$ cat src/sv/vad_pkg.sv
`timescale 1ns / 1ps
// ----------------------------------------------------------------------------
// vad_pkg
// shared widths, angle table and control types for the vector angle core
// ----------------------------------------------------------------------------
package vad_pkg;

    // field widths
    localparam int XW = 16;
    localparam int OW = 16;

    // cordic datapath: inputs scaled by 2^24, angle in 2^-20 degree
    localparam int PRESCALE = 24;
    localparam int ACC_BITS = 20;
    localparam int STEPS    = 24;
    localparam int AW       = 43;
    localparam int ZW       = 30;

    // default output fraction bits
    localparam int ANGLE_FRACTION_BITS_DEF = 7;

    typedef logic signed [AW-1:0] t_vec;
    typedef logic signed [ZW-1:0] t_ang;

    // fixed angles in accumulator units
    localparam t_ang ANG_90  = t_ang'(94371840);
    localparam t_ang ANG_180 = t_ang'(188743680);

    // atan(2^-i) in degrees, scaled by 2^20
    localparam t_ang STEP_ANGLE [STEPS] = '{
        t_ang'(47185920), t_ang'(27855475), t_ang'(14718068), t_ang'(7471121),
        t_ang'(3750058),  t_ang'(1876857),  t_ang'(938658),   t_ang'(469357),
        t_ang'(234682),   t_ang'(117342),   t_ang'(58671),    t_ang'(29335),
        t_ang'(14668),    t_ang'(7334),     t_ang'(3667),     t_ang'(1833),
        t_ang'(917),      t_ang'(458),      t_ang'(229),      t_ang'(115),
        t_ang'(57),       t_ang'(29),       t_ang'(14),       t_ang'(7)
    };

    // per-stage control travelling with the data
    typedef struct packed {
        logic vld;
        logic fixed;
    } t_ctl;

endpackage

$ cat src/sv/vad_round.sv
`timescale 1ns / 1ps
// ----------------------------------------------------------------------------
// vad_round
// output stage: round to the output lsb, clamp to +-180 degrees
// ----------------------------------------------------------------------------
module vad_round #(
    parameter int ANGLE_FRACTION_BITS = vad_pkg::ANGLE_FRACTION_BITS_DEF
) (
    input  logic                  i_clk,
    input  logic                  i_rst_n,
    input  logic                  i_en,
    input  vad_pkg::t_ctl         i_ctl,
    input  vad_pkg::t_ang         i_z,
    output logic                  o_valid,
    output logic [vad_pkg::OW-1:0] o_angle
);

    localparam int SH = vad_pkg::ACC_BITS - ANGLE_FRACTION_BITS;
    localparam vad_pkg::t_ang HALF  = vad_pkg::t_ang'(1) <<< (SH - 1);
    localparam vad_pkg::t_ang LIMIT = vad_pkg::t_ang'(180) <<< ANGLE_FRACTION_BITS;

    vad_pkg::t_ang          w_sum;
    vad_pkg::t_ang          w_res;
    vad_pkg::t_ang          n_clamp;
    logic                   r_vld;
    logic [vad_pkg::OW-1:0] r_angle;

    // round half up, then floor shift
    assign w_sum = i_z + HALF;
    assign w_res = w_sum >>> SH;

    // clamp
    always_comb begin
        n_clamp = w_res;
        if (w_res > LIMIT) begin
            n_clamp = LIMIT;
        end else if (w_res < -LIMIT) begin
            n_clamp = -LIMIT;
        end
    end

    always_ff @(posedge i_clk) begin
        if (!i_rst_n) begin
            r_vld <= 1'b0;
        end else if (i_en) begin
            r_vld <= i_ctl.vld;
        end
    end

    always_ff @(posedge i_clk) begin
        if (i_en) begin
            r_angle <= n_clamp[vad_pkg::OW-1:0];
        end
    end

    assign o_valid = r_vld;
    assign o_angle = r_angle;

endmodule

$ cat config.mk
export PLATFORM = sky130hd
export DESIGN_NAME = vad_round
export DESIGN_NICKNAME = d
export VERILOG_FILES = /design/src/sv/vad_pkg.sv /design/src/sv/vad_round.sv
export SDC_FILE = /design/constraint.sdc
export NUM_CORES = 1
export LEC_CHECK = 0
export ABC_AREA = 1
export ABC_CLOCK_PERIOD_IN_PS = 2200
export BUFFER_PORTS_ARGS = -buffer_cell sky130_fd_sc_hd__clkbuf_2
export CAP_MARGIN = 20
export CORE_MARGIN = 2
export CORE_UTILIZATION = 40
export DETAILED_ROUTE_END_ITERATION = 8
export PLACE_DENSITY = 0.69
export SKIP_CTS_REPAIR_TIMING = 1
export SKIP_LAST_GASP = 1
export SYNTH_ARGS = -nofsm -noshare
export SYNTH_HDL_FRONTEND = slang
export SYNTH_SLANG_ARGS = --single-unit
$ cat constraint.sdc
create_clock -name i_clk -period 2.2 [get_ports i_clk]
set_input_delay 0.44 -clock i_clk [delete_from_list [all_inputs] [get_ports i_clk]]
set_output_delay 0.44 -clock i_clk [all_outputs]
set_load 0.02 [all_outputs]
==> results.json <==
{
  "nets": 265,
  "p_sw_share_pct": 29.8,
  "setup-tns-final_ps": 0,
  "grt_max_degree": 19,
  "power_density_nw_per_um2": 485,
  "seqPwrFrac_pct": 52.6,
  "p_leak_nw": 0.821,
  "final-setup-viol-count": 0,
  "drv_slew": 0,
  "area_growth_pct": 24.6,
  "antenna_found_initial": 0,
  "ioPinCount": 52,
  "first_pass_iters": 4,
  "grt_usage_pct": 16.1,
  "ir_worst_vdd_uv": 146,
  "cp.arrival_ps": 1950,
  "cts_tree": "yes",
  "syn-num-nets": 216,
  "fin_skew_ps": 0,
  "rows": 20,
  "diodes": 0,
  "cts_buffers": 3,
  "finalWirelength_mm": 2.51,
  "rsz0062_at_grt": "false",
  "synth_top_family_by_area": "simple AND/OR/NAND/NOR gates",
  "n_fill_cell": 327,
  "final_antenna_net_count": 0,
  "via_per_inst": 4.50,
  "clkTransAtPathRegs_ps": 90,
  "required_ps": 2240,
  "grt_pass1_vias": 1091,
  "place_congestion": 0.869,
  "hold_violations": 0,
  "portBuffers": 38,
  "first_iter_violations": 23,
  "syn_area_um2": 1240,
  "start_util_pct": 41.3,
  "clockBufferDepth": 2,
  "power.clock.fraction_pct": 20.7,
  "slew_headroom_pct": 73.1,
  "ys_types": 19,
  "drive_gt1_share_pct": 27.2,
  "dieArea_um2": 3560,
  "max_freq_ghz": 0.523,
  "power.internal_uw": 526,
  "p_switching_uw": 223,
  "core-area_um2": 3000,
  "cts-htree-levels": 1,
  "ys_seq_area_share_pct": 40.4,
  "worstSetupPathType": "input port to flop",
  "cap_violations": 0,
  "post-dp-hpwl_mm": 2.13,
  "startpoint_type": "input port",
  "vias": 1175,
  "clk_latency_ps": 270,
  "avgSynthCellArea_um2": 6.89,
  "fin_crit_sh_pct": 86.9,
  "ys_seq_elements": 17,
  "path_max_fanout": 9,
  "synthMuxAreaShare_pct": 0,
  "multiInputGateArea_um2": 637,
  "register_area_um2": 500,
  "grt_remaining_overflow": 0,
  "whs_ps": 367,
  "tightest_slew_ps": 404,
  "hold_class": "input port to flop",
  "synthSimpleGateAreaFrac_pct": 45.5,
  "end_kind": "flop",
  "grt_pass1_wl_mm": 4.39,
  "min_period_ps": 1910,
  "yosysWarnings": 0,
  "drc": 0,
  "combPwrFrac_pct": 26.8,
  "die_w_um": 59.7,
  "die_h_um": 59.7,
  "synth-compound-area-share_pct": 1.82,
  "synthXorXnorAreaFrac_pct": 2.83,
  "synthCells": 180,
  "wl_per_cell_um": 9.60,
  "synth-adder-area-share_pct": 1.01,
  "cts-root-buf": "clkbuf_4",
  "status": "finished clean",
  "clkSinkCount": 17
}
## cell families after synthesis
kind of cell	count (synthesis)
AOI/OAI and AO/OA	4
xor gates and xnor gates	4
adders and majority gates	1
buffers and inverters	28
DFF	17
and+or+nand+nor	126
## through the flow
step	power, mW	util (%)	cells	instance area (µm²)	setup slack, ps
floorplan	0.522	-	180	1240	272
global placement	0.600	50.5	257	1520	-27.0
detailed placement	0.604	50.5	257	1520	-22.0
CTS	0.760	51.4	261	1540	291
global route	0.800	51.5	261	1550	46.7
finish	0.749	51.5	261	1550	289
## synthesized netlist by cell type, drive strengths merged
master	n	share of area, %
a21oi	1	0.40
and2	1	0.50
dfxtp	1	1.6
edfxtp	16	39
ha	1	1.0
inv	28	8.5
nand2	65	21
nand3	17	7.7
nand3b	1	0.61
nand4	7	3.5
nor2	34	12
nor3	1	0.40
o21ai	2	0.81
o21bai	1	0.61
xor2	4	2.8
## flip-flops by register name, summed over array words and instances (netlist names)
register	cells
o_angle	16
o_valid	1
## metal layers
layer	global-route usage, %	up-vias	part of all wire, %
li1	-	669	-
met1	21.3	475	50
met2	27.0	29	45
met3	0.649	2	3.6
met4	7.94	0	1.1
met5	0	-	0
## layout make-up
class	count	area share [%]
multi-input cells	135	41.2
well taps	33	2.67
repair buffers	44	15.2
inverters	28	6.80
flip-flops and latches	17	32.4
clock buffers	4	1.70
## final timing paths
check | endpoint | start | slack, ps | cells past startpoint
worst max register to register | o_valid$_SDFFE_PN0P_ | o_valid$_SDFFE_PN0P_ | 1560 | 2
worst min register to register | o_valid$_SDFFE_PN0P_ | o_valid$_SDFFE_PN0P_ | 540 | 2
worst max-delay path | o_angle[2]$_SDFFCE_PP0P_ | i_z[12] | 290 | 11
worst min-delay path | o_valid$_SDFFE_PN0P_ | i_ctl[1] | 370 | 3
## power groups by stage
| stage | clock network [mW] | registers, mW | logic (mW) |
|---|---|---|---|
| 6_report | 0.155 | 0.394 | 0.201 |
| 5_1_grt | 0.176 | 0.397 | 0.227 |
| 4_1_cts | 0.163 | 0.395 | 0.202 |
| 3_5_place_dp | 0 | 0.402 | 0.202 |
| 3_3_place_gp | 0 | 0.401 | 0.199 |
| 2_1_floorplan | 0 | 0.441 | 0.0807 |
## cell usage in the layout, fill, tap and decap left out
master	n
a21oi_1	1
and2_1	1
buf_4	6
clkbuf_1	1
clkbuf_2	38
clkbuf_4	3
dfxtp_1	1
edfxtp_1	16
ha_1	1
inv_1	28
nand2_1	60
nand2_2	4
nand2_4	1
nand3_1	15
nand3_2	2
nand3b_1	1
nand4_1	7
nor2_1	26
nor2_2	8
nor3_1	1
o21ai_0	2
o21bai_1	1
xor2_1	4
## worst max-delay path: stages
cell and delay, ps:
clkbuf_2 90, ha_1 190, nand3_1 130, nor2_2 160, nand3_1 100, xor2_1 280
nor2_1 70, nand3_1 100, nand3_2 160, nand2_4 170, nor2_1 60
Power figures use the tool's default switching activity.
