<file path="config.mk">
export PLATFORM = sky130hd
export DESIGN_NAME = vad_prep
export DESIGN_NICKNAME = d
export VERILOG_FILES = /design/src/sv/vad_pkg.sv /design/src/sv/vad_prep.sv
export SDC_FILE = /design/constraint.sdc
export NUM_CORES = 1
export LEC_CHECK = 0
export BUFFER_PORTS_ARGS = -buffer_cell sky130_fd_sc_hd__buf_2
export CORE_ASPECT_RATIO = 1.25
export CORE_MARGIN = 8
export CORE_UTILIZATION = 35
export DETAILED_ROUTE_END_ITERATION = 8
export PLACE_DENSITY = 0.68
export SYNTH_ARGS = -nofsm -noshare
export SYNTH_HDL_FRONTEND = slang
export SYNTH_SLANG_ARGS = --single-unit
</file>
<file path="constraint.sdc">
create_clock -name i_clk -period 1.6 [get_ports i_clk]
set_clock_uncertainty 0.05 [all_clocks]
set_input_delay 0.16 -clock i_clk [delete_from_list [all_inputs] [get_ports i_clk]]
set_output_delay 0.16 -clock i_clk [all_outputs]
set_load 0.005 [all_outputs]
</file>
<file path="src/sv/vad_pkg.sv">
`timescale 1ns / 1ps
// ----------------------------------------------------------------------------
// vad_pkg
// shared widths, angle table and control types for the vector angle core
// ----------------------------------------------------------------------------
package vad_pkg;

    // field widths
    localparam int XW = 16;
    localparam int OW = 16;

    // cordic datapath: inputs scaled by 2^24, angle in 2^-20 degree
    localparam int PRESCALE = 24;
    localparam int ACC_BITS = 20;
    localparam int STEPS    = 24;
    localparam int AW       = 43;
    localparam int ZW       = 30;

    // default output fraction bits
    localparam int ANGLE_FRACTION_BITS_DEF = 7;

    typedef logic signed [AW-1:0] t_vec;
    typedef logic signed [ZW-1:0] t_ang;

    // fixed angles in accumulator units
    localparam t_ang ANG_90  = t_ang'(94371840);
    localparam t_ang ANG_180 = t_ang'(188743680);

    // atan(2^-i) in degrees, scaled by 2^20
    localparam t_ang STEP_ANGLE [STEPS] = '{
        t_ang'(47185920), t_ang'(27855475), t_ang'(14718068), t_ang'(7471121),
        t_ang'(3750058),  t_ang'(1876857),  t_ang'(938658),   t_ang'(469357),
        t_ang'(234682),   t_ang'(117342),   t_ang'(58671),    t_ang'(29335),
        t_ang'(14668),    t_ang'(7334),     t_ang'(3667),     t_ang'(1833),
        t_ang'(917),      t_ang'(458),      t_ang'(229),      t_ang'(115),
        t_ang'(57),       t_ang'(29),       t_ang'(14),       t_ang'(7)
    };

    // per-stage control travelling with the data
    typedef struct packed {
        logic vld;
        logic fixed;
    } t_ctl;

endpackage

</file>
<file path="src/sv/vad_prep.sv">
`timescale 1ns / 1ps
// ----------------------------------------------------------------------------
// vad_prep
// input stage: special cases, half-plane fold and prescale into the cordic
// ----------------------------------------------------------------------------
module vad_prep (
    input  logic                        i_clk,
    input  logic                        i_rst_n,
    input  logic                        i_en,
    input  logic                        i_valid,
    input  logic signed [vad_pkg::XW-1:0] i_x,
    input  logic signed [vad_pkg::XW-1:0] i_y,
    output vad_pkg::t_ctl               o_ctl,
    output vad_pkg::t_vec               o_a,
    output vad_pkg::t_vec               o_b,
    output vad_pkg::t_ang               o_z
);

    localparam int PADW = vad_pkg::AW - vad_pkg::XW - 1 - vad_pkg::PRESCALE;

    logic signed [vad_pkg::XW:0] w_xe;
    logic signed [vad_pkg::XW:0] w_ye;
    logic signed [vad_pkg::XW:0] w_re;
    logic signed [vad_pkg::XW:0] w_im;
    logic                        n_fixed;
    vad_pkg::t_ang               n_z;
    vad_pkg::t_ang               r_z;
    vad_pkg::t_vec               r_a;
    vad_pkg::t_vec               r_b;
    vad_pkg::t_ctl               r_ctl;

    assign w_xe = {i_x[vad_pkg::XW-1], i_x};
    assign w_ye = {i_y[vad_pkg::XW-1], i_y};

    // classify and fold the lower half plane onto the upper one
    always_comb begin
        w_re    = w_ye;
        w_im    = w_xe;
        n_fixed = 1'b0;
        n_z     = '0;
        if (i_x == '0) begin
            n_fixed = 1'b1;
            n_z     = i_y[vad_pkg::XW-1] ? vad_pkg::ANG_180 : '0;
        end else if (i_y == '0) begin
            n_fixed = 1'b1;
            n_z     = i_x[vad_pkg::XW-1] ? -vad_pkg::ANG_90 : vad_pkg::ANG_90;
        end else if (i_y[vad_pkg::XW-1]) begin
            w_re = -w_ye;
            w_im = -w_xe;
            n_z  = i_x[vad_pkg::XW-1] ? -vad_pkg::ANG_180 : vad_pkg::ANG_180;
        end
    end

    // stage registers
    always_ff @(posedge i_clk) begin
        if (!i_rst_n) begin
            r_ctl <= '0;
        end else if (i_en) begin
            r_ctl.vld   <= i_valid;
            r_ctl.fixed <= n_fixed;
        end
    end

    always_ff @(posedge i_clk) begin
        if (i_en) begin
            r_a <= {{PADW{w_re[vad_pkg::XW]}}, w_re, {vad_pkg::PRESCALE{1'b0}}};
            r_b <= {{PADW{w_im[vad_pkg::XW]}}, w_im, {vad_pkg::PRESCALE{1'b0}}};
            r_z <= n_z;
        end
    end

    assign o_ctl = r_ctl;
    assign o_a   = r_a;
    assign o_b   = r_b;
    assign o_z   = r_z;

endmodule

</file>
==> impl_metrics.env <==
export IMPL_die_area_um2=10900
export IMPL_cts_sinks=42
export IMPL_insertedDiodeCount=0
export IMPL_drv_slew=0
export IMPL_yosysWarnings=0
export IMPL_synth_async_reset_ratio=0
export IMPL_first_pass_iters=4
export IMPL_drt_iter0_drc=73
export IMPL_num_rows=36
export IMPL_path_max_fanout=4
export IMPL_initial_utilization=0.354
export IMPL_die_h_um=115
export IMPL_leakage_nw=1.47
export IMPL_post_place_ws_ps=-154
export IMPL_insertion_delay_ps=290
export IMPL_route_vias_total=1977
export IMPL_synth_cells=243
export IMPL_syn_area_um2=2730
export IMPL_min_period_ps=1460
export IMPL_r2r_start="o_ctl[0]"
export IMPL_synth_area_leaders="edfxtp_1 44%, buf_4 21%, xnor2_1 8.3%"
export IMPL_cts_max_level=2
export IMPL_powerDensity_nw_per_um2=769
export IMPL_critical_path_buf_inv_count=1
export IMPL_worstPathRequired_ps=1710
export IMPL_stdcell_area_um2=3270
export IMPL_place_congestion=0.836
export IMPL_wire_per_inst_um=14.2
export IMPL_cts_tree="built"
export IMPL_finalSetupViolations=0
export IMPL_netlist_top_cell_by_area="edfxtp_1"
export IMPL_min_period_over_period=0.909
export IMPL_nets=388
export IMPL_grt_pass1_vias=2144
export IMPL_drive_above_1_share=0.385
export IMPL_slowest_delay_ps=540
export IMPL_clockRootBuffer="clkbuf_8"
export IMPL_arrival_ps=1560
export IMPL_detail_route_antenna_nets=0
export IMPL_placed_cell_area_um2=3190
export IMPL_p_int_mw=1.86
export IMPL_netSwitchingPower_mw=0.653
export IMPL_synth_common_cells="76 x buf_4, 40 x edfxtp_1, 26 x xnor2_1"
export IMPL_path_cells="buf_2 > or4_4 > or2_4 > o41a_1 > nor2_1"
export IMPL_start_kind="input pin"
export IMPL_switching_share=0.259
export IMPL_fmax_mhz=687
export IMPL_cap_violations=0
export IMPL_fillers=747
export IMPL_status="complete, no violations"
export IMPL_core_area_um2=7700
export IMPL_cts_clk_slew_worst_paths_ps=70
export IMPL_synth_seq_cells=42
export IMPL_pwr_share_seq=0.538
export IMPL_power_frac_comb=0.199
export IMPL_post_route_drc_count=0
export IMPL_viasPerCell=4.43
export IMPL_rsz0062_at_grt="no"
export IMPL_hold_start="i_rst_n"
export IMPL_wl_um=6350
export IMPL_worst_slack_ps=145
export IMPL_crit_path_end_kind="flip-flop"
export IMPL_grt_overflow=0
export IMPL_cts_buffer_depth=2
export IMPL_dpl_hpwl_um=5190
export IMPL_utilization=0.425
export IMPL_synth_cell_types=45
export IMPL_ys_seq_area_frac=0.455
export IMPL_ir_drop_mv=0.381
export IMPL_fin_tns_setup_ps=0
export IMPL_power_mw=2.51
export IMPL_synth_ff_type="edfxtp_1"
export IMPL_io_pins=154
export IMPL_hold_path_class="input pin to flip-flop"
export IMPL_placement_io_buffers=84
export IMPL_yosysTopAreaCellShare=0.440
export IMPL_antenna_found_initial=0
export IMPL_synth_edf_count=40
export IMPL_die_w_um=95.0
export IMPL_path_class="input pin to flip-flop"
export IMPL_hold_violations=0
export IMPL_cp_top_family="simple AND/OR/NAND/NOR gates"
export IMPL_crit_slowest_cell="or4_4"
export IMPL_cts_buffers=5
export IMPL_grt_use_total=0.112
export IMPL_yosysMostFrequentCell="buf_4"
export IMPL_areaGrowthSynthToFinish_pct=19.9
export IMPL_cp_startpoint="i_y[8]"
export IMPL_grt_max_degree=27
export IMPL_syn_area_per_cell_um2=11.2
export IMPL_cts_resized=0
export IMPL_grt_pass1_wl_um=9690
export IMPL_post_cts_buffers=0
export IMPL_power_frac_clock=0.263
export IMPL_hold_buffers=0
-- sequential cells by signal, summed over array words and instances, names as in the netlist --
signal  cells
o_b        17
o_ctl       2
o_z         6
o_a        17
-- power by group through the flow --
stage               Clock (mW)  Combinational (mW)  Sequential (mW)
floorplan                    0               0.325             1.40
global placement             0               0.491             1.38
detailed placement           0               0.500             1.38
CTS                      0.682               0.502             1.36
global route             0.719               0.556             1.37
finish                   0.661               0.501             1.35
-- final timing paths --
path	to	cells past startpoint	slack (ps)
worst max register to register	o_ctl[0]	1	860
worst min register to register	o_ctl[1]	2	480
worst min-delay path	o_ctl[1]	2	50
worst max-delay path	o_a[39]	5	140
-- metal layers --
metal  up-vias  part of all wire  GRT usage
met4         0             0.022     0.0564
met5         -                 0          0
li1        937                 -          -
met2       116              0.48      0.184
met1       911              0.41      0.130
met3        13             0.093     0.0315
-- area by class of cell --
cell class	instances	area, µm²	area share
well taps	95	119	0.0363
multi-input cells	181	1130	0.346
clock buffers	6	72.6	0.0222
flip-flops and latches	42	1240	0.379
inverters	5	18.8	0.00574
clock inverters	2	8.76	0.00268
repair buffers	115	678	0.207
-- cell usage in the layout, fill, tap and decap left out, types with 2 or more instances in the layout --
cell / count
buf_4: 29
buf_12: 2
or4_1: 2
and2_1: 2
ha_1: 2
inv_1: 5
nor4_2: 2
nand3b_1: 3
or3_1: 5
o31ai_1: 3
nor3_1: 3
dfxtp_1: 2
edfxtp_1: 40
nor2_1: 7
nand2b_1: 2
xnor2_1: 26
conb_1: 69
nand3_1: 7
mux2i_1: 2
a21o_1: 2
nand2_1: 8
mux2_2: 2
clkbuf_8: 5
o311ai_0: 3
o211ai_1: 8
buf_2: 84
-- metrics by stage --
| stage | hold slack, ps | instances |
|---|---|---|
| after floorplan | 209 | 311 |
| after global placement | 347 | 438 |
| after detailed placement | 357 | 438 |
| after CTS | 49.1 | 446 |
| after global routing | 58.5 | 446 |
| final | 52.8 | 446 |
-- cell families (layout without fill, tap and decap cells) --
logic type,after synthesis,count (layout),share of synthesized area
adders and majority gates,2,2,0.00917
AOI/OAI and AO/OA,26,26,0.0807
other,1,69,0.00137
buffers and inverters,88,128,0.234
and+or+nand+nor,54,54,0.121
xor gates and xnor gates,26,26,0.0835
muxes,4,4,0.0156
DFF,42,42,0.455
(Power assumes the default switching activity.)
