--- src/sv/vad_pkg.sv ---
`timescale 1ns / 1ps
// ----------------------------------------------------------------------------
// vad_pkg
// shared widths, angle table and control types for the vector angle core
// ----------------------------------------------------------------------------
package vad_pkg;

    // field widths
    localparam int XW = 16;
    localparam int OW = 16;

    // cordic datapath: inputs scaled by 2^24, angle in 2^-20 degree
    localparam int PRESCALE = 24;
    localparam int ACC_BITS = 20;
    localparam int STEPS    = 24;
    localparam int AW       = 43;
    localparam int ZW       = 30;

    // default output fraction bits
    localparam int ANGLE_FRACTION_BITS_DEF = 7;

    typedef logic signed [AW-1:0] t_vec;
    typedef logic signed [ZW-1:0] t_ang;

    // fixed angles in accumulator units
    localparam t_ang ANG_90  = t_ang'(94371840);
    localparam t_ang ANG_180 = t_ang'(188743680);

    // atan(2^-i) in degrees, scaled by 2^20
    localparam t_ang STEP_ANGLE [STEPS] = '{
        t_ang'(47185920), t_ang'(27855475), t_ang'(14718068), t_ang'(7471121),
        t_ang'(3750058),  t_ang'(1876857),  t_ang'(938658),   t_ang'(469357),
        t_ang'(234682),   t_ang'(117342),   t_ang'(58671),    t_ang'(29335),
        t_ang'(14668),    t_ang'(7334),     t_ang'(3667),     t_ang'(1833),
        t_ang'(917),      t_ang'(458),      t_ang'(229),      t_ang'(115),
        t_ang'(57),       t_ang'(29),       t_ang'(14),       t_ang'(7)
    };

    // per-stage control travelling with the data
    typedef struct packed {
        logic vld;
        logic fixed;
    } t_ctl;

endpackage

--- src/sv/vad_stage.sv ---
`timescale 1ns / 1ps
// ----------------------------------------------------------------------------
// vad_stage
// one vectoring micro-rotation of the cordic, registered
// ----------------------------------------------------------------------------
module vad_stage #(
    parameter int IDX = 0
) (
    input  logic          i_clk,
    input  logic          i_rst_n,
    input  logic          i_en,
    input  vad_pkg::t_ctl i_ctl,
    input  vad_pkg::t_vec i_a,
    input  vad_pkg::t_vec i_b,
    input  vad_pkg::t_ang i_z,
    output vad_pkg::t_ctl o_ctl,
    output vad_pkg::t_vec o_a,
    output vad_pkg::t_vec o_b,
    output vad_pkg::t_ang o_z
);

    localparam vad_pkg::t_ang ANG = vad_pkg::STEP_ANGLE[IDX];

    vad_pkg::t_vec w_da;
    vad_pkg::t_vec w_db;
    vad_pkg::t_vec n_a;
    vad_pkg::t_vec n_b;
    vad_pkg::t_ang n_z;
    vad_pkg::t_vec r_a;
    vad_pkg::t_vec r_b;
    vad_pkg::t_ang r_z;
    vad_pkg::t_ctl r_ctl;

    // floor shifts
    assign w_da = i_b >>> IDX;
    assign w_db = i_a >>> IDX;

    // rotate towards b = 0; fixed items pass their angle through
    always_comb begin
        if (!i_b[vad_pkg::AW-1]) begin
            n_a = i_a + w_da;
            n_b = i_b - w_db;
            n_z = i_z + ANG;
        end else begin
            n_a = i_a - w_da;
            n_b = i_b + w_db;
            n_z = i_z - ANG;
        end
        if (i_ctl.fixed) begin
            n_z = i_z;
        end
    end

    always_ff @(posedge i_clk) begin
        if (!i_rst_n) begin
            r_ctl <= '0;
        end else if (i_en) begin
            r_ctl <= i_ctl;
        end
    end

    always_ff @(posedge i_clk) begin
        if (i_en) begin
            r_a <= n_a;
            r_b <= n_b;
            r_z <= n_z;
        end
    end

    assign o_ctl = r_ctl;
    assign o_a   = r_a;
    assign o_b   = r_b;
    assign o_z   = r_z;

endmodule

--- config.mk ---
export PLATFORM = sky130hd
export DESIGN_NAME = vad_stage
export DESIGN_NICKNAME = d
export VERILOG_FILES = /design/src/sv/vad_pkg.sv /design/src/sv/vad_stage.sv
export SDC_FILE = /design/constraint.sdc
export NUM_CORES = 1
export LEC_CHECK = 0
export CORE_MARGIN = 8
export CORE_UTILIZATION = 35
export DETAILED_ROUTE_END_ITERATION = 10
export DONT_BUFFER_PORTS = 1
export SLEW_MARGIN = 30
export SYNTH_ARGS = -nofsm -noshare
export SYNTH_HDL_FRONTEND = slang
export SYNTH_SLANG_ARGS = --single-unit
export TNS_END_PERCENT = 20
--- constraint.sdc ---
create_clock -name i_clk -period 4 [get_ports i_clk]
set_input_delay 0.2 -clock i_clk [delete_from_list [all_inputs] [get_ports i_clk]]
set_output_delay 0.2 -clock i_clk [all_outputs]
set_load 0.02 [all_outputs]
==> results of run 1 <==
stage by stage:
stage | area, um^2 | total power [uW] | hold WS (ns) | utilization [%] | setup WS, ns
final | 13180 | 4987 | 0.01293 | 39.50 | 0.5873
after global routing | 13180 | 5235 | 0.01276 | 39.50 | 0.4771
after CTS | 13180 | 5020 | 0.004416 | 39.50 | 0.7547
after detailed placement | 12230 | 3356 | 0.2990 | 36.64 | 0.3565
after global placement | 12230 | 3352 | 0.2989 | 36.64 | 0.4039
after floorplan | 11800 | 2936 | 0.2989 | - | 1.077
what timing repair did:
item,CTS,global route
hold endpoints to repair,150,0
hold buffers,36,0
buffers inserted,0,0
endpoints found under the setup margin,0,0
cell type report:
class,count,area (um^2)
Fill cell,3417,20180
Inverter,134,503.0
Sequential cell,117,3493
Timing Repair Buffer,55,520.5
Clock buffer,17,425.4
Clock inverter,15,151.4
Multi-Input combinational cell,1098,7526
Tap cell,448,560.5
where the power goes:
| group | switching (uW) | internal (uW) | leakage, uW |
|---|---|---|---|
| clock | 734 | 833 | 0.000280 |
| combinational | 940 | 542 | 0.00389 |
| sequential | 326 | 1610 | 0.00114 |
cell families after synthesis:
kind of cell    Yosys count  share of synthesized area [%]
xor+xnor                 91                          6.756
simple gates            357                          14.26
mux                      20                          1.697
compound gates          492                          26.19
fa+ha+maj               138                          14.89
buf+inv                 196                          6.597
flops                   117                          29.61
placed cells by master (no fill, tap or decap), types with 7 or more instances in the layout:
master,netlist,final
sky130_fd_sc_hd__a31oi_1,8,8
sky130_fd_sc_hd__a21oi_1,180,180
sky130_fd_sc_hd__ha_1,134,134
sky130_fd_sc_hd__nand3_1,16,16
sky130_fd_sc_hd__a21o_1,21,21
sky130_fd_sc_hd__o31ai_1,16,16
sky130_fd_sc_hd__mux2i_1,20,20
sky130_fd_sc_hd__o21bai_1,28,28
sky130_fd_sc_hd__nor3_1,26,26
sky130_fd_sc_hd__nand4_1,20,20
sky130_fd_sc_hd__o21a_1,13,13
sky130_fd_sc_hd__inv_1,130,129
sky130_fd_sc_hd__a221oi_1,7,7
sky130_fd_sc_hd__o22ai_1,7,7
sky130_fd_sc_hd__dlygate4sd3_1,0,35
sky130_fd_sc_hd__buf_4,3,19
sky130_fd_sc_hd__nor2b_1,20,20
sky130_fd_sc_hd__nand2b_1,15,15
sky130_fd_sc_hd__nor2_1,116,116
sky130_fd_sc_hd__xnor2_1,73,73
sky130_fd_sc_hd__a311oi_1,7,7
sky130_fd_sc_hd__o21ai_0,114,114
sky130_fd_sc_hd__clkbuf_16,0,17
sky130_fd_sc_hd__nand2_1,102,102
sky130_fd_sc_hd__a211oi_1,17,17
sky130_fd_sc_hd__o211ai_1,7,7
sky130_fd_sc_hd__xor2_1,18,18
sky130_fd_sc_hd__edfxtp_1,115,115
worst max path at each step:
stage	from	end	slack, ns
finish	i_a[0]	o_b[40]	0.59
global route	i_a[0]	o_a[40]	0.48
CTS	i_a[0]	o_b[40]	0.75
detailed placement	i_a[0]	o_b[40]	0.36
global placement	i_a[0]	o_b[40]	0.40
floorplan	i_a[0]	o_b[40]	1.08
state kept, by name, summed over array words and instances, names as in the netlist:
| signal | flops |
|---|---|
| o_z | 30 |
| o_ctl | 2 |
| o_a | 43 |
| o_b | 42 |
worst max-delay path, stage by stage:
cell and delay [ns]:
sky130_fd_sc_hd__ha_1 0.21, sky130_fd_sc_hd__fa_1 0.41, sky130_fd_sc_hd__nor2b_1 0.17, sky130_fd_sc_hd__o311ai_1 0.51
sky130_fd_sc_hd__a311oi_1 0.32, sky130_fd_sc_hd__a31oi_1 0.47, sky130_fd_sc_hd__o21a_1 0.39, sky130_fd_sc_hd__a21oi_2 0.18
sky130_fd_sc_hd__a2111oi_0 0.43, sky130_fd_sc_hd__a211oi_1 0.11, sky130_fd_sc_hd__xnor2_1 0.17
metal layers:
layer  track usage, %  part of all wire, %
met1            28.57                   44
met2            32.91                   44
met3            6.366                   11
met4            6.267                  2.3
met5                0                    0
==> impl_metrics.json, run 1 <==
{
  "vias": 10820,
  "p_r_area_growth_vs_syn_pct": 11.72,
  "totalNegativeSetupSlack_ns": 0,
  "yosys.cell_count.top_type": "sky130_fd_sc_hd__a21oi_1",
  "synth_fp_nets": 1670,
  "r2r_setup_slack_ns": 2.67,
  "antenna_violations_before_repair": 0,
  "cts_max_path_buffers": 2,
  "post-dp-hpwl_mm": 34.08,
  "totalWireLength_mm": 43.67,
  "last_weighted_congestion_value_of_the_routability_driven_placer": 0.9511,
  "worst_setup_hold_path_clk_slew_ns": 0.06,
  "layout-drive-gt1-share_pct": 5.641,
  "min_period_over_period_pct": 85.32,
  "netlist_top_cells_count": "180 x sky130_fd_sc_hd__a21oi_1, 134 x sky130_fd_sc_hd__ha_1, 130 x sky130_fd_sc_hd__inv_1",
  "timing_worst_setup_path_type": "in -> reg",
  "grt_usage_pct": 21.38,
  "ys_async_sr_fraction_pct": 0,
  "global_route_wire_length_before_repair_mm": 65.07,
  "detail_route.iter0.violations": 986,
  "grt_setup_unrepaired": "false",
  "worstSetupEndpointType": "register",
  "power-per-cell-area_nw_per_um2": 378.4,
  "yosysUniqueCellTypes": 83,
  "outcome": "completed",
  "netlist_area_um2": 11800,
  "min_period_ns": 3.413,
  "die_y_um": 199.6,
  "worst_hold_path.num_cells": 1,
  "holdCritPathClass": "in -> reg",
  "timing.rr.end": "o_ctl[1]",
  "finalSetupViolations": 0,
  "power.static_leakage_uw": 0.005310,
  "dp.cells": 1816,
  "start_util_pct": 35.36,
  "finalNonFillerCells": 1884,
  "holdCritStartpoint": "i_ctl[0]",
  "postSynthCellCount": 1411,
  "synth_top_cell_area_share_pct": 29.27,
  "grt_start_max_net_pins": 117,
  "cap_violations": 0,
  "clock_tree.root_cell": "sky130_fd_sc_hd__clkbuf_16",
  "chipWidth_um": 199.6,
  "grt_pass1_vias": 10710,
  "grt-ovfl-total": 0,
  "synthesis.yosys.warnings": 0,
  "synth_sequential_area_ratio_pct": 29.61,
  "tritoncts": "yes",
  "final_antenna_diode_count": 0,
  "worst-endpoint-arrival_ns": 3.58,
  "die_ar_um2": 39840,
  "synth_enable_flop_cells": 115,
  "vdd_ir_drop_max_uv": 288.8,
  "timing.critical_path.fanout_max": 4,
  "dr.pass1.iters": 6,
  "num_rows": 67,
  "synth_area_per_cell_um2": 8.361,
  "cts_sinks": 117,
  "netlist_top_cells_area": "sky130_fd_sc_hd__edfxtp_1 29%, sky130_fd_sc_hd__ha_1 14%, sky130_fd_sc_hd__a21oi_1 7.6%, sky130_fd_sc_hd__xnor2_1 5.4%, sky130_fd_sc_hd__o21ai_0 4.8%",
  "wirelength_per_cell_um": 23.18,
  "slew_headroom_pct": 48.32,
  "max_freq_mhz": 293.0,
  "drc_violation_count_after_routing": 0,
  "cts_resized": 0,
  "cp-start-kind": "primary input",
  "clock-skew-final_ns": 0,
  "postSynthRegisterBits": 117,
  "cts_max_level": 4,
  "post-synth-top-area-cell": "sky130_fd_sc_hd__edfxtp_1",
  "timing.rr.start": "o_ctl[1]",
  "ioPinCount": 239,
  "critical_path_required_ns": 4.16,
  "rr_worst_depth": 3,
  "clk_latency_ns": 0.44,
  "cts_inserted_buffers": 17,
  "synth_ff_type": "sky130_fd_sc_hd__edfxtp_1",
  "core_um2": 33360,
  "port_buffers": 0,
  "final_net_count": 1682,
  "worst_slew_pin_slew_ns": 0.7671,
  "routed_via_density": 5.744,
  "report.final.slew_viol_count": 0,
  "antenna_violating_nets_post_route": 0,
  "timing_hold_violations_final": 0,
  "hold_path_end": "o_z[26]"
}
No activity file was read; power rests on OpenSTA's default activity.
==> run 2: changes to the inputs <==
- PLACE_DENSITY: not set -> 0.47
==> run 2 against run 1 <==
- sequential cell count is the same
- clock skew unchanged
- sequential power about the same
- critical path depth is the same
- setup slack better by 0.13 ns
- critical endpoint unchanged
==> impl_metrics.json, run 2 (same netlist as run 1, synthesis figures left out) <==
{
  "drc_violation_count_after_routing": 0,
  "timing_worst_setup_path_type": "in -> reg",
  "cts_max_level": 4,
  "hold_path_end": "o_z[29]",
  "global_route_wire_length_before_repair_mm": 67.81,
  "critPathSlowestCell": "sky130_fd_sc_hd__o311ai_1",
  "wirelength_per_cell_um": 23.99,
  "power-per-cell-area_nw_per_um2": 372.6,
  "timing.critical_path.buf_inv": 0,
  "clk_latency_ns": 0.43,
  "port_buffers": 0,
  "totalWireLength_mm": 45.46,
  "finalSetupViolations": 0,
  "holdCritStartpoint": "i_ctl[0]",
  "layout-drive-gt1-share_pct": 6.220,
  "totalNegativeSetupSlack_ns": 0,
  "ioPinCount": 239,
  "worstSetupEndpointType": "register",
  "rr_worst_depth": 3,
  "cts_inserted_buffers": 17,
  "max_freq_mhz": 304.6,
  "grt_start_max_net_pins": 116,
  "report.final.slew_viol_count": 0,
  "post-dp-hpwl_mm": 35.59,
  "cap_violations": 0,
  "grt_pass1_vias": 10680,
  "timing.rr.start": "o_ctl[1]",
  "vias": 10680,
  "outcome": "completed",
  "min_period_ns": 3.283,
  "timing.critical_path.slowest_cell_delay_ns": 0.45,
  "power.static_leakage_uw": 0.005350,
  "vdd_ir_drop_max_uv": 311.3,
  "start_util_pct": 35.36,
  "final_antenna_diode_count": 0,
  "clock_tree.root_cell": "sky130_fd_sc_hd__clkbuf_16",
  "cp-start-kind": "primary input",
  "layout.cells.most_common_list": "180 x sky130_fd_sc_hd__a21oi_1, 134 x sky130_fd_sc_hd__ha_1, 129 x sky130_fd_sc_hd__inv_1",
  "final_net_count": 1693,
  "r2r_setup_slack_ns": 2.72,
  "chipWidth_um": 199.6,
  "layout.cells.most_common": "sky130_fd_sc_hd__a21oi_1",
  "largest_register_ff_count": 43,
  "grt_usage_pct": 22.49,
  "critical_path.cell_chain": "ha_1, fa_1, nor2b_1, o311ai_1, a311oi_1, a31oi_1, o21a_1, a21oi_2, a2111oi_0, a211oi_1, xnor2_1",
  "min_period_over_period_pct": 82.09,
  "tritoncts": "yes",
  "cts_sinks": 117,
  "timing_hold_violations_final": 0,
  "timing.rr.end": "o_ctl[1]",
  "detail_route.iter0.violations": 882,
  "dr.pass1.iters": 5,
  "antenna_violating_nets_post_route": 0,
  "core_um2": 33360,
  "cts_max_path_buffers": 2,
  "grt-ovfl-total": 0,
  "worst-endpoint-arrival_ns": 3.45,
  "die_y_um": 199.6,
  "fin_worst_hold_slack_ns": 0.03507,
  "cp_top_family": "compound AO/OA/AOI/OAI gates",
  "p_r_area_growth_vs_syn_pct": 12.16,
  "worst_slew_pin_slew_ns": 0.7902,
  "holdCritPathClass": "in -> reg",
  "die_ar_um2": 39840,
  "worstSetupPathDepth": 11,
  "clock-skew-final_ns": 0,
  "antenna_violations_before_repair": 0,
  "routed_via_density": 5.635,
  "post-cts-setup-buffers": 0,
  "worst_hold_path.num_cells": 2,
  "num_rows": 67,
  "critical_path_required_ns": 4.17,
  "last_weighted_congestion_value_of_the_routability_driven_placer": 0.9098,
  "grt_setup_unrepaired": "false",
  "worst_setup_hold_path_clk_slew_ns": 0.06,
  "timing.critical_path.fanout_max": 4,
  "slew_headroom_pct": 47.07
}
[run 2: worst max path at each step]
stage          slack, ns       to   start
5_1_grt             0.42  o_b[40]  i_a[0]
3_5_place_dp        0.35  o_b[28]  i_a[2]
3_3_place_gp        0.37  o_b[28]  i_a[2]
6_report            0.72  o_b[40]  i_a[0]
2_1_floorplan       1.08  o_b[40]  i_a[0]
4_1_cts             0.80  o_b[28]  i_a[2]
[run 2: power breakdown]
part / switching, uW / total (uW) / leakage (uW) / internal, uW
Clock: 677 / 1480 / 0.000266 / 807
Sequential: 323 / 1940 / 0.00114 / 1610
Combinational: 957 / 1510 / 0.00394 / 553
Total: 1960 / 4930 / 0.00535 / 2970
[run 2: final cells by class]
| class | instances | area (um^2) |
|---|---|---|
| Clock buffer | 17 | 425.4 |
| Clock inverter | 15 | 118.9 |
| Fill cell | 3488 | 20130 |
| Inverter | 134 | 503.0 |
| Multi-Input combinational cell | 1098 | 7526 |
| Sequential cell | 117 | 3493 |
| Tap cell | 448 | 560.5 |
| Timing Repair Buffer | 66 | 605.6 |
[run 2: per-stage QoR]
| stage | setup slack, ns | std cells | utilization [%] | power (uW) | cell area (um^2) |
|---|---|---|---|---|---|
| finish | 0.7165 | 1895 | 39.66 | 4930 | 13230 |
| global route | 0.4157 | 1895 | 39.66 | 5199 | 13230 |
| CTS | 0.7957 | 1895 | 39.66 | 4972 | 13230 |
| detailed placement | 0.3546 | 1826 | 36.87 | 3393 | 12300 |
| global placement | 0.3743 | 1826 | 36.87 | 3407 | 12300 |
| floorplan | 1.077 | 1411 | - | 2936 | 11800 |
[run 2: timing repair]
action                                 4_1_cts  5_1_grt
hold buffers                                37        0
endpoints found under the hold margin      150        0
gates resized for setup                      0        0
[run 2: routing by layer]
layer / track usage, % / vias up / share of wire, %
met5: 0 / - / 0
met2: 35.71 / 404 / 44
met3: 6.585 / 37 / 8.6
met4: 4.687 / 0 / 1.6
li1: - / 5116 / -
met1: 29.94 / 5122 / 45
==> run 3: changes to the inputs <==
- PLACE_DENSITY: 0.47 -> 0.49
- clock period: 4 -> 2.8 ns (I/O delays scaled with it)
==> run 3 against run 2 <==
- total power grew 55%
- setup slack lost 0.66 ns
- non-clock buffer count grew 224
- clock skew is the same
- register-to-register slack lost 1.3 ns
- highest routed layer unchanged
- global-route usage grew 0.24 points
- sequential share of layout area shrank 3.1 points
- the run now ends with hold timing left
- core utilization grew 5.3 points
- clock power grew 56%
- critical path depth grew 1
- die area is the same
- final area grew 13%
==> impl_metrics.json, run 3 (same netlist as run 1, synthesis figures left out) <==
{
  "grt_start_max_net_pins": 118,
  "rr_worst_depth": 3,
  "dr.pass1.iters": 5,
  "final_cell_area_um2": 15010,
  "power.static_leakage_uw": 0.006446,
  "overall_power_consumption_uw": 7641,
  "sequential_cell_area_um2": 3493,
  "timing.critical_path.from": "i_a[33]",
  "outcome": "complete, but fails checks",
  "holdCritStartpoint": "i_en",
  "routed_via_density": 5.457,
  "final_net_count": 1917,
  "power-per-cell-area_nw_per_um2": 509.2,
  "cts_sinks": 117,
  "vias": 11560,
  "holdCritPathClass": "in -> reg",
  "chipWidth_um": 199.6,
  "grt_use_met3_pct": 3.857,
  "antenna_violating_nets_post_route": 0,
  "port_buffers": 0,
  "timing.critical_path.fanout_max": 4,
  "die_y_um": 199.6,
  "totalNegativeSetupSlack_ns": 0,
  "report.final.slew_viol_count": 0,
  "totalWireLength_mm": 46.77,
  "cts_max_path_buffers": 2,
  "r2r_setup_slack_ns": 1.46,
  "fill_cells": 3341,
  "vdd_ir_drop_max_uv": 418.2,
  "num_rows": 67,
  "worstSetupEndpointType": "register",
  "wirelength_per_cell_um": 22.07,
  "worst_slew_pin_slew_ns": 0.6673,
  "grt-ovfl-total": 0,
  "largest_register_ff_count": 43,
  "cp-start-kind": "primary input",
  "worst-endpoint-arrival_ns": 2.91,
  "timing_worst_setup_path_type": "in -> reg",
  "min_period_over_period_pct": 98.05,
  "hold_buffers": 36,
  "grt_usage_pct": 22.73,
  "timing.rr.start": "o_ctl[0]",
  "min_period_ns": 2.746,
  "multi_input_combinational_cell_area_um2": 7590,
  "worst_hold_path.num_cells": 0,
  "grt_use_met1_pct": 31.29,
  "grt_setup_unrepaired": "true",
  "hold_path_end": "o_b[28]",
  "timing_hold_violations_final": 43,
  "use_met2_pct": 36.81,
  "antenna_violations_before_repair": 1,
  "post-cts-setup-buffers": 0,
  "critical_path_required_ns": 2.97,
  "dpl_cell_area_um2": 14000,
  "grt_pass1_vias": 11590,
  "tritoncts": "yes",
  "final_antenna_diode_count": 0,
  "timing.rr.end": "o_ctl[0]",
  "layout-drive-gt1-share_pct": 19.45,
  "cts_inserted_buffers": 17,
  "clock_tree.root_cell": "sky130_fd_sc_hd__clkbuf_16",
  "drc_violation_count_after_routing": 0,
  "global_route_wire_length_before_repair_mm": 69.29,
  "slew_headroom_pct": 55.31,
  "die_ar_um2": 39840,
  "layout.cells.most_common_list": "254 x sky130_fd_sc_hd__buf_4, 180 x sky130_fd_sc_hd__a21oi_1, 134 x sky130_fd_sc_hd__ha_1",
  "layout.cells.most_common": "sky130_fd_sc_hd__buf_4",
  "fin_worst_hold_slack_ns": -0.1797,
  "finalSetupViolations": 0,
  "core_um2": 33360,
  "cap_violations": 0,
  "violations": "hold timing",
  "cts_max_level": 4,
  "post-dp-hpwl_mm": 37.52,
  "ioPinCount": 239,
  "busiest_layer": "met2",
  "clk_latency_ns": 0.42,
  "max_freq_mhz": 364.2,
  "worst_setup_hold_path_clk_slew_ns": 0.07,
  "detail_route.iter0.violations": 961,
  "last_weighted_congestion_value_of_the_routability_driven_placer": 0.9382,
  "clock-skew-final_ns": 0,
  "start_util_pct": 35.36,
  "p_r_area_growth_vs_syn_pct": 27.19
}
-- run 3: changes by cell type in the layout (fill, tap and decap cells not counted), sizes merged --
cell | before | now
clkinv | 6 | 5
bufinv | 0 | 2
inv | 141 | 140
buf | 30 | 254
-- run 3: repair_timing --
action / in CTS / in global routing
pin swaps: 0 / 2
endpoints found under the setup margin: 9 / 27
gates cloned: 0 / 0
gates resized for setup: 0 / 11
hold endpoints to repair: 150 / 115
-- run 3: how the worst max path moves through the flow --
stage,to,cells past startpoint
after floorplan,o_z[28],14
final,o_a[42],12
after global routing,o_b[40],11
after global placement,o_b[26],12
after detailed placement,o_b[26],12
after CTS,o_b[26],12
-- run 3: cell type report --
type,instances,area share [%]
Multi-Input combinational cell,1098,50.58
Tap cell,448,3.736
Sequential cell,117,23.28
Clock inverter,15,1.109
Clock buffer,17,2.835
Timing Repair Buffer,290,15.11
Inverter,134,3.352
-- run 3: layer usage --
metal  wire [um]  part of all wire, %  vias up
met2       21120                   45      461
met3        3640                  7.8       29
met1       21410                   46     5502
met5           0                    0        -
li1            -                    -     5571
met4         606                  1.3        0
-- run 3: worst max-delay path: stages --
cell and delay, ns:
sky130_fd_sc_hd__inv_1 0.02, sky130_fd_sc_hd__ha_1 0.34, sky130_fd_sc_hd__nand4_1 0.31, sky130_fd_sc_hd__or3_1 0.53, sky130_fd_sc_hd__or4_1 0.49, sky130_fd_sc_hd__inv_1 0.12
sky130_fd_sc_hd__nand3_1 0.07, sky130_fd_sc_hd__o22ai_1 0.27, sky130_fd_sc_hd__buf_4 0.18, sky130_fd_sc_hd__o21ai_0 0.11, sky130_fd_sc_hd__a32oi_1 0.23, sky130_fd_sc_hd__xor2_1 0.09
-- run 3: stage by stage --
| stage | worst slack [ns] | util, % | instances |
|---|---|---|---|
| 2_1_floorplan | -0.009613 | - | 1411 |
| 3_3_place_gp | -0.5058 | 41.95 | 2051 |
| 3_5_place_dp | -0.5246 | 41.95 | 2051 |
| 4_1_cts | -0.1044 | 44.81 | 2119 |
| 5_1_grt | -0.006206 | 44.97 | 2119 |
| 6_report | 0.05448 | 44.97 | 2119 |
-- run 3: power by group --
group	switching, uW	internal (uW)
Sequential	468	2300
Clock	970	1340
Combinational	1420	1140
